`src/hdl/modinv_pkg.sv`:
```
package modinv_pkg;

    // Default operand width and configuration constants.
    localparam int WIDTH_DEFAULT = 31;
    localparam int MODULUS_RESET = 2;
    localparam int APB_ADDR_W = 2;
    localparam logic [APB_ADDR_W-1:0] REG_MODULUS_ADDR = 2'd0;

    // Program step addresses.
    localparam int STEP_W = 3;
    typedef logic [STEP_W-1:0] step_t;
    localparam step_t STEP_IDLE   = 3'd0;
    localparam step_t STEP_TEST   = 3'd1;
    localparam step_t STEP_UP     = 3'd2;
    localparam step_t STEP_SUB    = 3'd3;
    localparam step_t STEP_SWAP   = 3'd4;
    localparam step_t STEP_FINISH = 3'd5;

    // Datapath operations selected by a control word.
    typedef logic [2:0] op_t;
    localparam op_t OP_NONE   = 3'd0;
    localparam op_t OP_LOAD   = 3'd1;
    localparam op_t OP_SETUP  = 3'd2;
    localparam op_t OP_UP     = 3'd3;
    localparam op_t OP_SUB    = 3'd4;
    localparam op_t OP_SWAP   = 3'd5;
    localparam op_t OP_RESULT = 3'd6;

    // Jump conditions selected by a control word.
    typedef logic [2:0] cond_t;
    localparam cond_t COND_NEVER    = 3'd0;
    localparam cond_t COND_ALWAYS   = 3'd1;
    localparam cond_t COND_IN_ACC   = 3'd2;
    localparam cond_t COND_R1_ZERO  = 3'd3;
    localparam cond_t COND_CAN_UP   = 3'd4;
    localparam cond_t COND_K_NZ     = 3'd5;
    localparam cond_t COND_OUT_FREE = 3'd6;

    // One microcode word: on a true condition the sequencer jumps to target,
    // otherwise it holds the step or falls through to the next one.
    typedef struct packed {
        op_t   op;
        cond_t cond;
        logic  hold;
        step_t target;
    } ctrl_word_t;

    // Microcode program for the extended Euclidean algorithm.
    function automatic ctrl_word_t program_rom(input step_t step);
        ctrl_word_t cw;
        case (step)
            STEP_IDLE:   cw = '{op: OP_LOAD,   cond: COND_IN_ACC,   hold: 1'b1,
                                target: STEP_TEST};
            STEP_TEST:   cw = '{op: OP_SETUP,  cond: COND_R1_ZERO,  hold: 1'b0,
                                target: STEP_FINISH};
            STEP_UP:     cw = '{op: OP_UP,     cond: COND_CAN_UP,   hold: 1'b0,
                                target: STEP_UP};
            STEP_SUB:    cw = '{op: OP_SUB,    cond: COND_K_NZ,     hold: 1'b0,
                                target: STEP_SUB};
            STEP_SWAP:   cw = '{op: OP_SWAP,   cond: COND_ALWAYS,   hold: 1'b0,
                                target: STEP_TEST};
            STEP_FINISH: cw = '{op: OP_RESULT, cond: COND_OUT_FREE, hold: 1'b1,
                                target: STEP_IDLE};
            default:     cw = '{op: OP_NONE,   cond: COND_ALWAYS,   hold: 1'b0,
                                target: STEP_IDLE};
        endcase
        return cw;
    endfunction

endpackage

```
`src/hdl/modular_inverse.sv`:
```
// Modular inverse by the extended Euclidean algorithm. Each request carries a
// residue "value"; the block returns "inverse", the Bezout coefficient of value
// with respect to the modulus register, with the modulus added once if it came
// out negative (value 0 gives 0; for a value not coprime to the modulus the
// result satisfies value*inverse == gcd mod modulus). One request is worked on
// at a time. A small microcode program steps a shift-and-subtract divider:
// each quotient step aligns the divisor under the remainder, subtracts it back
// down one quotient bit at a time, then rotates the remainder and coefficient
// pairs; a request is loaded first and the result written last. The modulus
// is written through the APB port at address 0 and must only change while no
// request is in flight; the result register lets a new request start while
// the previous result still waits to be taken.
module modular_inverse #(
    parameter int WIDTH = modinv_pkg::WIDTH_DEFAULT,
    localparam int PDATA_W = (WIDTH > 32) ? 64 : 32
) (
    input  logic                                clk,
    input  logic                                rst_n,
    // Configuration port
    input  logic                                psel,
    input  logic                                penable,
    input  logic                                pwrite,
    input  logic [modinv_pkg::APB_ADDR_W-1:0]   paddr,
    input  logic [PDATA_W-1:0]                  pwdata,
    output logic [PDATA_W-1:0]                  prdata,
    output logic                                pready,
    // Request channel
    input  logic                                in_valid,
    output logic                                in_stall,
    input  logic [WIDTH-1:0]                    value,
    // Result channel
    output logic                                out_valid,
    input  logic                                out_stall,
    output logic [WIDTH-1:0]                    inverse
);

    localparam int SW = WIDTH + 2;
    localparam int KW = $clog2(WIDTH);

    modinv_pkg::ctrl_word_t cw;
    modinv_pkg::step_t      step_reg;
    modinv_pkg::step_t      step_next;

    logic [WIDTH-1:0] modulus_reg;
    logic [WIDTH-1:0] r0_reg;
    logic [WIDTH-1:0] r1_reg;
    logic [SW-1:0]    s0_reg;
    logic [SW-1:0]    s1_reg;
    logic [WIDTH-1:0] d_reg;
    logic [SW-1:0]    acc_reg;
    logic [KW-1:0]    k_reg;
    logic             out_valid_reg;
    logic [WIDTH-1:0] inverse_reg;

    logic             in_acc;
    logic             out_free;
    logic             can_up;
    logic             sub_ge;
    logic             k_nz;
    logic             cond_true;
    logic [SW-1:0]    fixed_coef;

    // Configuration register access.
    assign pready = 1'b1;
    assign prdata = (paddr == modinv_pkg::REG_MODULUS_ADDR) ? PDATA_W'(modulus_reg) : '0;

    always_ff @(posedge clk or negedge rst_n)
    begin
        if (!rst_n)
        begin
            modulus_reg <= WIDTH'(modinv_pkg::MODULUS_RESET);
        end
        else if (psel && penable && pwrite && pready
                 && paddr == modinv_pkg::REG_MODULUS_ADDR)
        begin
            modulus_reg <= pwdata[WIDTH-1:0];
        end
    end

    // Handshake status and datapath conditions.
    assign in_stall   = (step_reg != modinv_pkg::STEP_IDLE);
    assign in_acc     = in_valid && !in_stall;
    assign out_free   = !out_valid_reg || !out_stall;
    assign can_up     = {d_reg, 1'b0} <= {1'b0, r0_reg};
    assign sub_ge     = d_reg <= r0_reg;
    assign k_nz       = (k_reg != '0);
    assign fixed_coef = s0_reg[SW-1] ? (s0_reg + {2'b00, modulus_reg}) : s0_reg;

    // Sequencer: fetch the control word and pick the next step.
    assign cw = modinv_pkg::program_rom(step_reg);

    always_comb
    begin
        case (cw.cond)
            modinv_pkg::COND_NEVER:    cond_true = 1'b0;
            modinv_pkg::COND_ALWAYS:   cond_true = 1'b1;
            modinv_pkg::COND_IN_ACC:   cond_true = in_acc;
            modinv_pkg::COND_R1_ZERO:  cond_true = (r1_reg == '0);
            modinv_pkg::COND_CAN_UP:   cond_true = can_up;
            modinv_pkg::COND_K_NZ:     cond_true = k_nz;
            modinv_pkg::COND_OUT_FREE: cond_true = out_free;
            default:                   cond_true = 1'b0;
        endcase

        if (cond_true)
        begin
            step_next = cw.target;
        end
        else if (cw.hold)
        begin
            step_next = step_reg;
        end
        else
        begin
            step_next = step_reg + 1'b1;
        end
    end

    always_ff @(posedge clk or negedge rst_n)
    begin
        if (!rst_n)
        begin
            step_reg <= modinv_pkg::STEP_IDLE;
        end
        else
        begin
            step_reg <= step_next;
        end
    end

    // Euclid datapath. The divider aligns the divisor d under the remainder,
    // then subtracts it back down one quotient bit a cycle while acc collects
    // quotient times s1 in Horner order.
    always_ff @(posedge clk)
    begin
        case (cw.op)
            modinv_pkg::OP_LOAD:
            begin
                if (in_acc)
                begin
                    r0_reg <= value;
                    r1_reg <= modulus_reg;
                    s0_reg <= SW'(1);
                    s1_reg <= '0;
                end
            end
            modinv_pkg::OP_SETUP:
            begin
                d_reg   <= r1_reg;
                acc_reg <= '0;
                k_reg   <= '0;
            end
            modinv_pkg::OP_UP:
            begin
                if (can_up)
                begin
                    d_reg <= {d_reg[WIDTH-2:0], 1'b0};
                    k_reg <= k_reg + 1'b1;
                end
            end
            modinv_pkg::OP_SUB:
            begin
                if (sub_ge)
                begin
                    r0_reg <= r0_reg - d_reg;
                end
                acc_reg <= {acc_reg[SW-2:0], 1'b0} + (sub_ge ? s1_reg : '0);
                if (k_nz)
                begin
                    d_reg <= {1'b0, d_reg[WIDTH-1:1]};
                    k_reg <= k_reg - 1'b1;
                end
            end
            modinv_pkg::OP_SWAP:
            begin
                // r0 now holds the remainder; rotate the pairs.
                r0_reg <= r1_reg;
                r1_reg <= r0_reg;
                s0_reg <= s1_reg;
                s1_reg <= s0_reg - acc_reg;
            end
            default:
            begin
            end
        endcase
    end

    // Result register.
    always_ff @(posedge clk or negedge rst_n)
    begin
        if (!rst_n)
        begin
            out_valid_reg <= 1'b0;
        end
        else if (cw.op == modinv_pkg::OP_RESULT && out_free)
        begin
            out_valid_reg <= 1'b1;
        end
        else if (!out_stall)
        begin
            out_valid_reg <= 1'b0;
        end
    end

    always_ff @(posedge clk)
    begin
        if (cw.op == modinv_pkg::OP_RESULT && out_free)
        begin
            inverse_reg <= fixed_coef[WIDTH-1:0];
        end
    end

    assign out_valid = out_valid_reg;
    assign inverse   = inverse_reg;

    // A new result only appears after the program reaches its finishing step.
    assert property (@(posedge clk) disable iff (!rst_n)
        $rose(out_valid_reg) |-> $past(step_reg == modinv_pkg::STEP_FINISH))
        else $error("result appeared outside the finishing step");

    // The divider never runs with a zero divisor.
    assert property (@(posedge clk) disable iff (!rst_n)
        (step_reg == modinv_pkg::STEP_UP || step_reg == modinv_pkg::STEP_SUB)
        |-> (d_reg != '0))
        else $error("divider running with zero divisor");

    // A taken result is dropped unless a fresh one is written the same cycle.
    assert property (@(posedge clk) disable iff (!rst_n)
        (out_valid_reg && !out_stall && step_reg != modinv_pkg::STEP_FINISH)
        |=> !out_valid_reg)
        else $error("result repeated after being taken");

    // A request is taken only at the idle step, and the program then moves to its test step.
    assert property (@(posedge clk) disable iff (!rst_n)
        in_acc |=> (step_reg == modinv_pkg::STEP_TEST))
        else $error("request accepted but program did not start");

endmodule
```
`config.mk`:
```
export PLATFORM = sky130hd
export DESIGN_NAME = modular_inverse
export DESIGN_NICKNAME = d
export VERILOG_FILES = /design/src/hdl/modinv_pkg.sv /design/src/hdl/modular_inverse.sv
export SDC_FILE = /design/constraint.sdc
export NUM_CORES = 1
export LEC_CHECK = 0
export ABC_AREA = 1
export BUFFER_PORTS_ARGS = -buffer_cell sky130_fd_sc_hd__buf_2
export CAP_MARGIN = 20
export CORE_MARGIN = 10
export CORE_UTILIZATION = 49
export DETAILED_ROUTE_END_ITERATION = 10
export PLACE_DENSITY = 0.67
export SYNTH_ARGS = -nofsm -noshare
export SYNTH_HDL_FRONTEND = slang
export SYNTH_SLANG_ARGS = --single-unit
export TNS_END_PERCENT = 30
```
`constraint.sdc`:
```
create_clock -name clk -period 7.2 [get_ports clk]
set_clock_uncertainty 0.1 [all_clocks]
set_input_delay 0.36 -clock clk [delete_from_list [all_inputs] [get_ports clk]]
set_output_delay 0.36 -clock clk [all_outputs]
set_load 0.02 [all_outputs]
```
* After elaboration in Yosys (flattened, before gate mapping) *
Index checks and enable logic that the tools add are counted.

word-level totals
  input port bits = 72
  register bits = 263
  word-level logic and storage cells = 89

operators by class
  equal/unequal tests = 23
  multiplexer cells = 25
  order comparisons = 2
  $add $sub $neg = 7
  reductions and logical operators = 21

operator list
  kind                   number
  $mux W31               7
  $pmux W33 S2           3
  $pmux W31 S3           2
  $mux W33               3
  $pmux W31 S2           1
  $pmux W10 S6           1
  $add A33 B33 Y33       1
  $sub A33 B33 Y33       1
  $le A32 B31 Y1         1
  $add A31 B31 Y31       1
  $le A31 B31 Y1         1
  $logic_not A31 Y1      1
  $sub A31 B31 Y31       1
  $eq A3 B3 Y1 const B   8
  $eq A3 B2 Y1 const B   6
  $pmux W5 S3            1
  $mux W5                2
  $eq A3 B1 Y1 const B   3
  $reduce_bool A3 Y1     3
  $ne A2 B2 Y1 const B   4
  $mux W3                2
  $pmux W1 S6            1
  $reduce_and A3 Y1      2
  $add A5 B1 Y5 const B  1
  12 further kinds       21

* Logic depth before layout (Yosys ltp) *
  depth in word-level cells = 5
  gate-level depth with buffers = 27

* Worst setup path after synthesis *
Ideal clock, no wire load.

  path kind = register -> register
  from = register step_reg[0]
  to = register d_reg[0], enable pin
  cell stages (with the launch flop) = 11
  data arrival time = 4.733 ns
  path buffers = 0
  path slack = 1.976 ns
  cells stage by stage = dfrtp_1 inv_1 ha_1 inv_2 o21ai_2 nor2_4 inv_2 o21ai_0 o22ai_1 o21bai_1 inv_1

between the ends
  cells in the longest elaborated chain, start to end = 5
  elaborated cells between the ends (all ways) = 14

ends and longest elaborated chain
  element                                                              RTL line                source
  start, declared                                                      modular_inverse.sv:41   modinv_pkg::step_t step_reg;
  start signal, assigned                                               modular_inverse.sv:123  step_reg <= modinv_pkg::STEP_IDLE;
  start signal, assigned                                               modular_inverse.sv:127  step_reg <= step_next;
  $eq A3 B3 Y1, or another cell as far along                           modinv_pkg.sv:51        case (step)
  $pmux W10 S6 *                                                       modinv_pkg.sv:51
  $eq A3 B3 Y1 or $eq A3 B2 Y1 (tied branches)                         modular_inverse.sv:136  case (cw.op)
  $ne A2 B2 Y1 (no source line) or $reduce_bool A3 Y1 (tied branches)  n/a
  $reduce_and A3 Y1 (no source line) *                                 n/a
  end signal, assigned                                                 modular_inverse.sv:149  d_reg <= r1_reg;
  end signal, assigned                                                 modular_inverse.sv:157  d_reg <= {d_reg[WIDTH-2:0], 1'b0};
  end signal, assigned                                                 modular_inverse.sv:170  d_reg <= {1'b0, d_reg[WIDTH-1:1]};
  end, declared                                                        modular_inverse.sv:49   logic [WIDTH-1:0] d_reg;

Every way passes the cells marked *; elsewhere a longest branch is shown, timed or not.
A chain may end at the register's enable or synchronous reset.

* Worst setup path after layout *
  from = register d_reg[2]
  to = register acc_reg[19] (data pin)

between the ends
  cells in the longest elaborated chain, start to end = 4

ends and longest elaborated chain
  element               RTL line                source
  $le A31 B31 Y1        modular_inverse.sv:85   assign sub_ge = d_reg <= r0_reg;
  $mux W33              modular_inverse.sv:167  acc_reg <= {acc_reg[SW-2:0], 1'b0} + (sub_ge ? s1_reg : '0);
  $add A33 B33 Y33      modular_inverse.sv:167
  $pmux W33 S2          modular_inverse.sv:136
  end signal, assigned  modular_inverse.sv:167
  end, declared         modular_inverse.sv:50   logic [SW-1:0] acc_reg;

No other way between the ends.

==> flow_summary.toml <==
[status]
status = "finished clean"

[clock_network]
clkTransAtPathRegs_ps = 60
numCtsBuffers = 34
clk_latency_ps = 550
tritoncts_clock_tree = "done"
root_buffer_cell = "sky130_fd_sc_hd__clkbuf_16"
numClockSinks = 263
ctsHtreeMaxLevel = 2
ctsLongestPathBuffers = 3
post_cts.repair.setup_buffers = 0
post_cts_resized = 0

[critical_path]
timing.critical_path.slowest_stage_cell = "sky130_fd_sc_hd__inv_2"
crit_buf_inv = 3
setup.worst_path.end_class = "flip-flop"
critical_path.cell_chain = "inv_1 > ha_1 > a21oi_1 > nand2_1 > nand2_1 > nand2_1 > nand2_1 > nand2_1 > nand2_1 > nand2_2 > inv_2 > nor2_1 > ha_1 > fa_1 > nand2_1 > o21ai_0 > a21boi_0 > inv_1 > nand2_1 > nand2_1 > nand2_1 > nand2_1 > o21ai_0 > a21oi_1"
critPathKind = "reg -> reg"
crit_arrival_ps = 5050
timing.critical_path.from_type = "flip-flop"
slowest_delay_ps = 480
cpLargestDelayFamily = "simple AND/OR/NAND/NOR gates"
critPathMostFrequentCell = "sky130_fd_sc_hd__nand2_1"
path_max_fanout = 32
worst_ep_required_ps = 7400

[synth]
yosysUniqueCellTypes = 53
postSynth.asyncResetShare_pct = 13.3
synth_seq_area_share_pct = 38.7
post-synth-top-count-cell = "sky130_fd_sc_hd__nand2_1"
synthesis.yosys.warnings = 0
synth_commonest_cells = "578 x sky130_fd_sc_hd__nand2_1, 399 x sky130_fd_sc_hd__inv_1, 359 x sky130_fd_sc_hd__nor2_1"
synth.cell_area_um2 = 20000
yosysTopAreaCell = "sky130_fd_sc_hd__edfxtp_1"
synth.top_cell.area_share_pct = 34.3
synthCells = 2661
synth_edf_count = 228
synth_area_leaders = "sky130_fd_sc_hd__edfxtp_1 34%, sky130_fd_sc_hd__nand2_1 11%, sky130_fd_sc_hd__ha_1 10%, sky130_fd_sc_hd__inv_1 7.5%, sky130_fd_sc_hd__nor2_1 6.8%"
postSynthAreaPerCell_um2 = 7.50
postSynthNetCount = 2901
synth.ff_latch_count = 263
yosys_most_used_dff = "sky130_fd_sc_hd__edfxtp_1"

[place]
portBuffers = 134
gp_congestion = 0.988
placed_cell_area_um2 = 21100
placed_cells = 3274
dpl.hpwl_um = 53800

[flow_run]
cap_viol_max_count = 0

[routing]
detail_route.drc_violations = 0
routed_wl_um = 68200
firstDrtPassIters = 5
vias_per_cell = 5.66
postRouteAntennaNets = 0
dr_total_vias = 19100
drt_first_iter_violations = 1778
drt-wirelength-per-cell_um = 20.2

[timing]
tns_ps = 0
slew_headroom_pct = 29.0
fin_worst_hold_slack_ps = 12.1
hold_violations = 0
final.min_clock_period_ps = 4850
slew_violations = 0
clock.fmax_mhz = 206
layout_worst_path_cycle_share_pct = 67.4
unrepaired_setup_endpoints_after_global_routing = "no"
tightest_slew_ps = 1060
total_of_endpoints_with_negative_setup_slack_in_the_final_report = 0

[die]
core.rowCount = 73
die-height_um = 222
initial_utilization_pct = 49.9
die_area_um2 = 49200
die_w_um = 222
ios = 138
core_area_um2 = 40000

[global_route]
initial_antenna_violation_count = 0
grt_remaining_overflow = 0
grt_pass1_wl_um = 105000
grt_pass1_vias = 18000
grtUsageTotal_pct = 26.7
pin_count_of_the_biggest_net_entering_global_routing = 88

[layout]
finish.instance_area_um2 = 22700
final_layout_size_suffix_gt1_share_pct = 8.32
finish.net_count = 3061
final_cell_count_no_fill = 3372
area_growth_syn_to_layout_pct = 13.6
antenna-diode-count = 0

[hold_path]
worst_hold_path_type = "in -> reg"
[through the flow]
stage	worst slack, ps	utilization, %
3_5_place_dp	2380	52.8
4_1_cts	2380	56.5
6_report	2350	56.7
3_3_place_gp	2390	52.8
2_1_floorplan	1980	-
5_1_grt	1870	56.7
[layer usage]
layer	global-route usage, %	part of all wire [%]	up-vias
li1	-	-	9274
met4	7.92	2.7	0
met2	41.7	44	722
met5	0	0	-
met1	37.8	46	8991
met3	3.34	6.8	115
[path summary, 6_finish.rpt]
path | from | to | slack [ps] | cells past startpoint
worst max-delay path | d_reg[2] | acc_reg[19] | 2350 | 24
max in group asynchronous | rst_n | step_reg[0] | 5980 | 2
worst min-delay path | value[18] | r0_reg[18] | 10 | 3
worst min register to register | s1_reg[0] | s0_reg[0] | 440 | 2
min in group asynchronous | rst_n | modulus_reg[16] | 420 | 2
worst max register to register | d_reg[2] | acc_reg[19] | 2350 | 24
[tightest hold or removal path, cell delays in order]
cell and delay [ps]:
sky130_fd_sc_hd__buf_2 80, sky130_fd_sc_hd__nand2_1 40, sky130_fd_sc_hd__nand3_1 60
[what timing repair did]
item                                    4_1_cts  5_1_grt
endpoints found under the setup margin        0        0
endpoints found under the hold margin        67        0
hold buffers                                 34        0
[cells by family (layout without fill, tap and decap cells)]
| kind of cell | count (synthesis) | after routing | share of synthesized area [%] |
|---|---|---|---|
| xor gates and xnor gates | 18 | 18 | 0.790 |
| and+or+nand+nor | 1171 | 1171 | 24.1 |
| AOI/OAI and AO/OA | 575 | 575 | 16.5 |
| buffers and inverters | 463 | 649 | 9.05 |
| adders and majority gates | 168 | 168 | 10.7 |
| DFF | 263 | 263 | 38.7 |
| other | 2 | 2 | 0.0376 |
| muxes | 1 | 1 | 0.0564 |
[layout by cell type, fill, tap and decap left out, drive strengths merged, types with 9 or more instances in the layout]
master       netlist  layout
a21boi            18      18
a21o              19      19
a21oi            245     245
a31oi             17      17
buf               31     148
clkbuf            27      46
clkinv             0      10
dfrtp             34      34
dlygate4sd3        0      34
edfxtp           228     228
ha               163     163
inv              405     406
nand2            580     580
nand3            140     140
nand4             28      28
nor2             364     364
nor3              29      29
o211ai            13      13
o21a               9       9
o21ai            176     176
o21bai            36      36
o221ai            33      33
or2               16      16
xnor2              9       9
xor2               9       9
[cell type report]
class | count | area, um2
timing repair buffer | 182 | 1150
tap | 525 | 657
fill | 3763 | 17300
inverter | 405 | 1520
clock buffer | 46 | 937
sequential | 263 | 7720
multi-input combinational | 1935 | 10500
clock inverter | 16 | 204
Power is not shown: default switching activity piles up to over one toggle a cycle in this logic, so the estimate is an artifact.
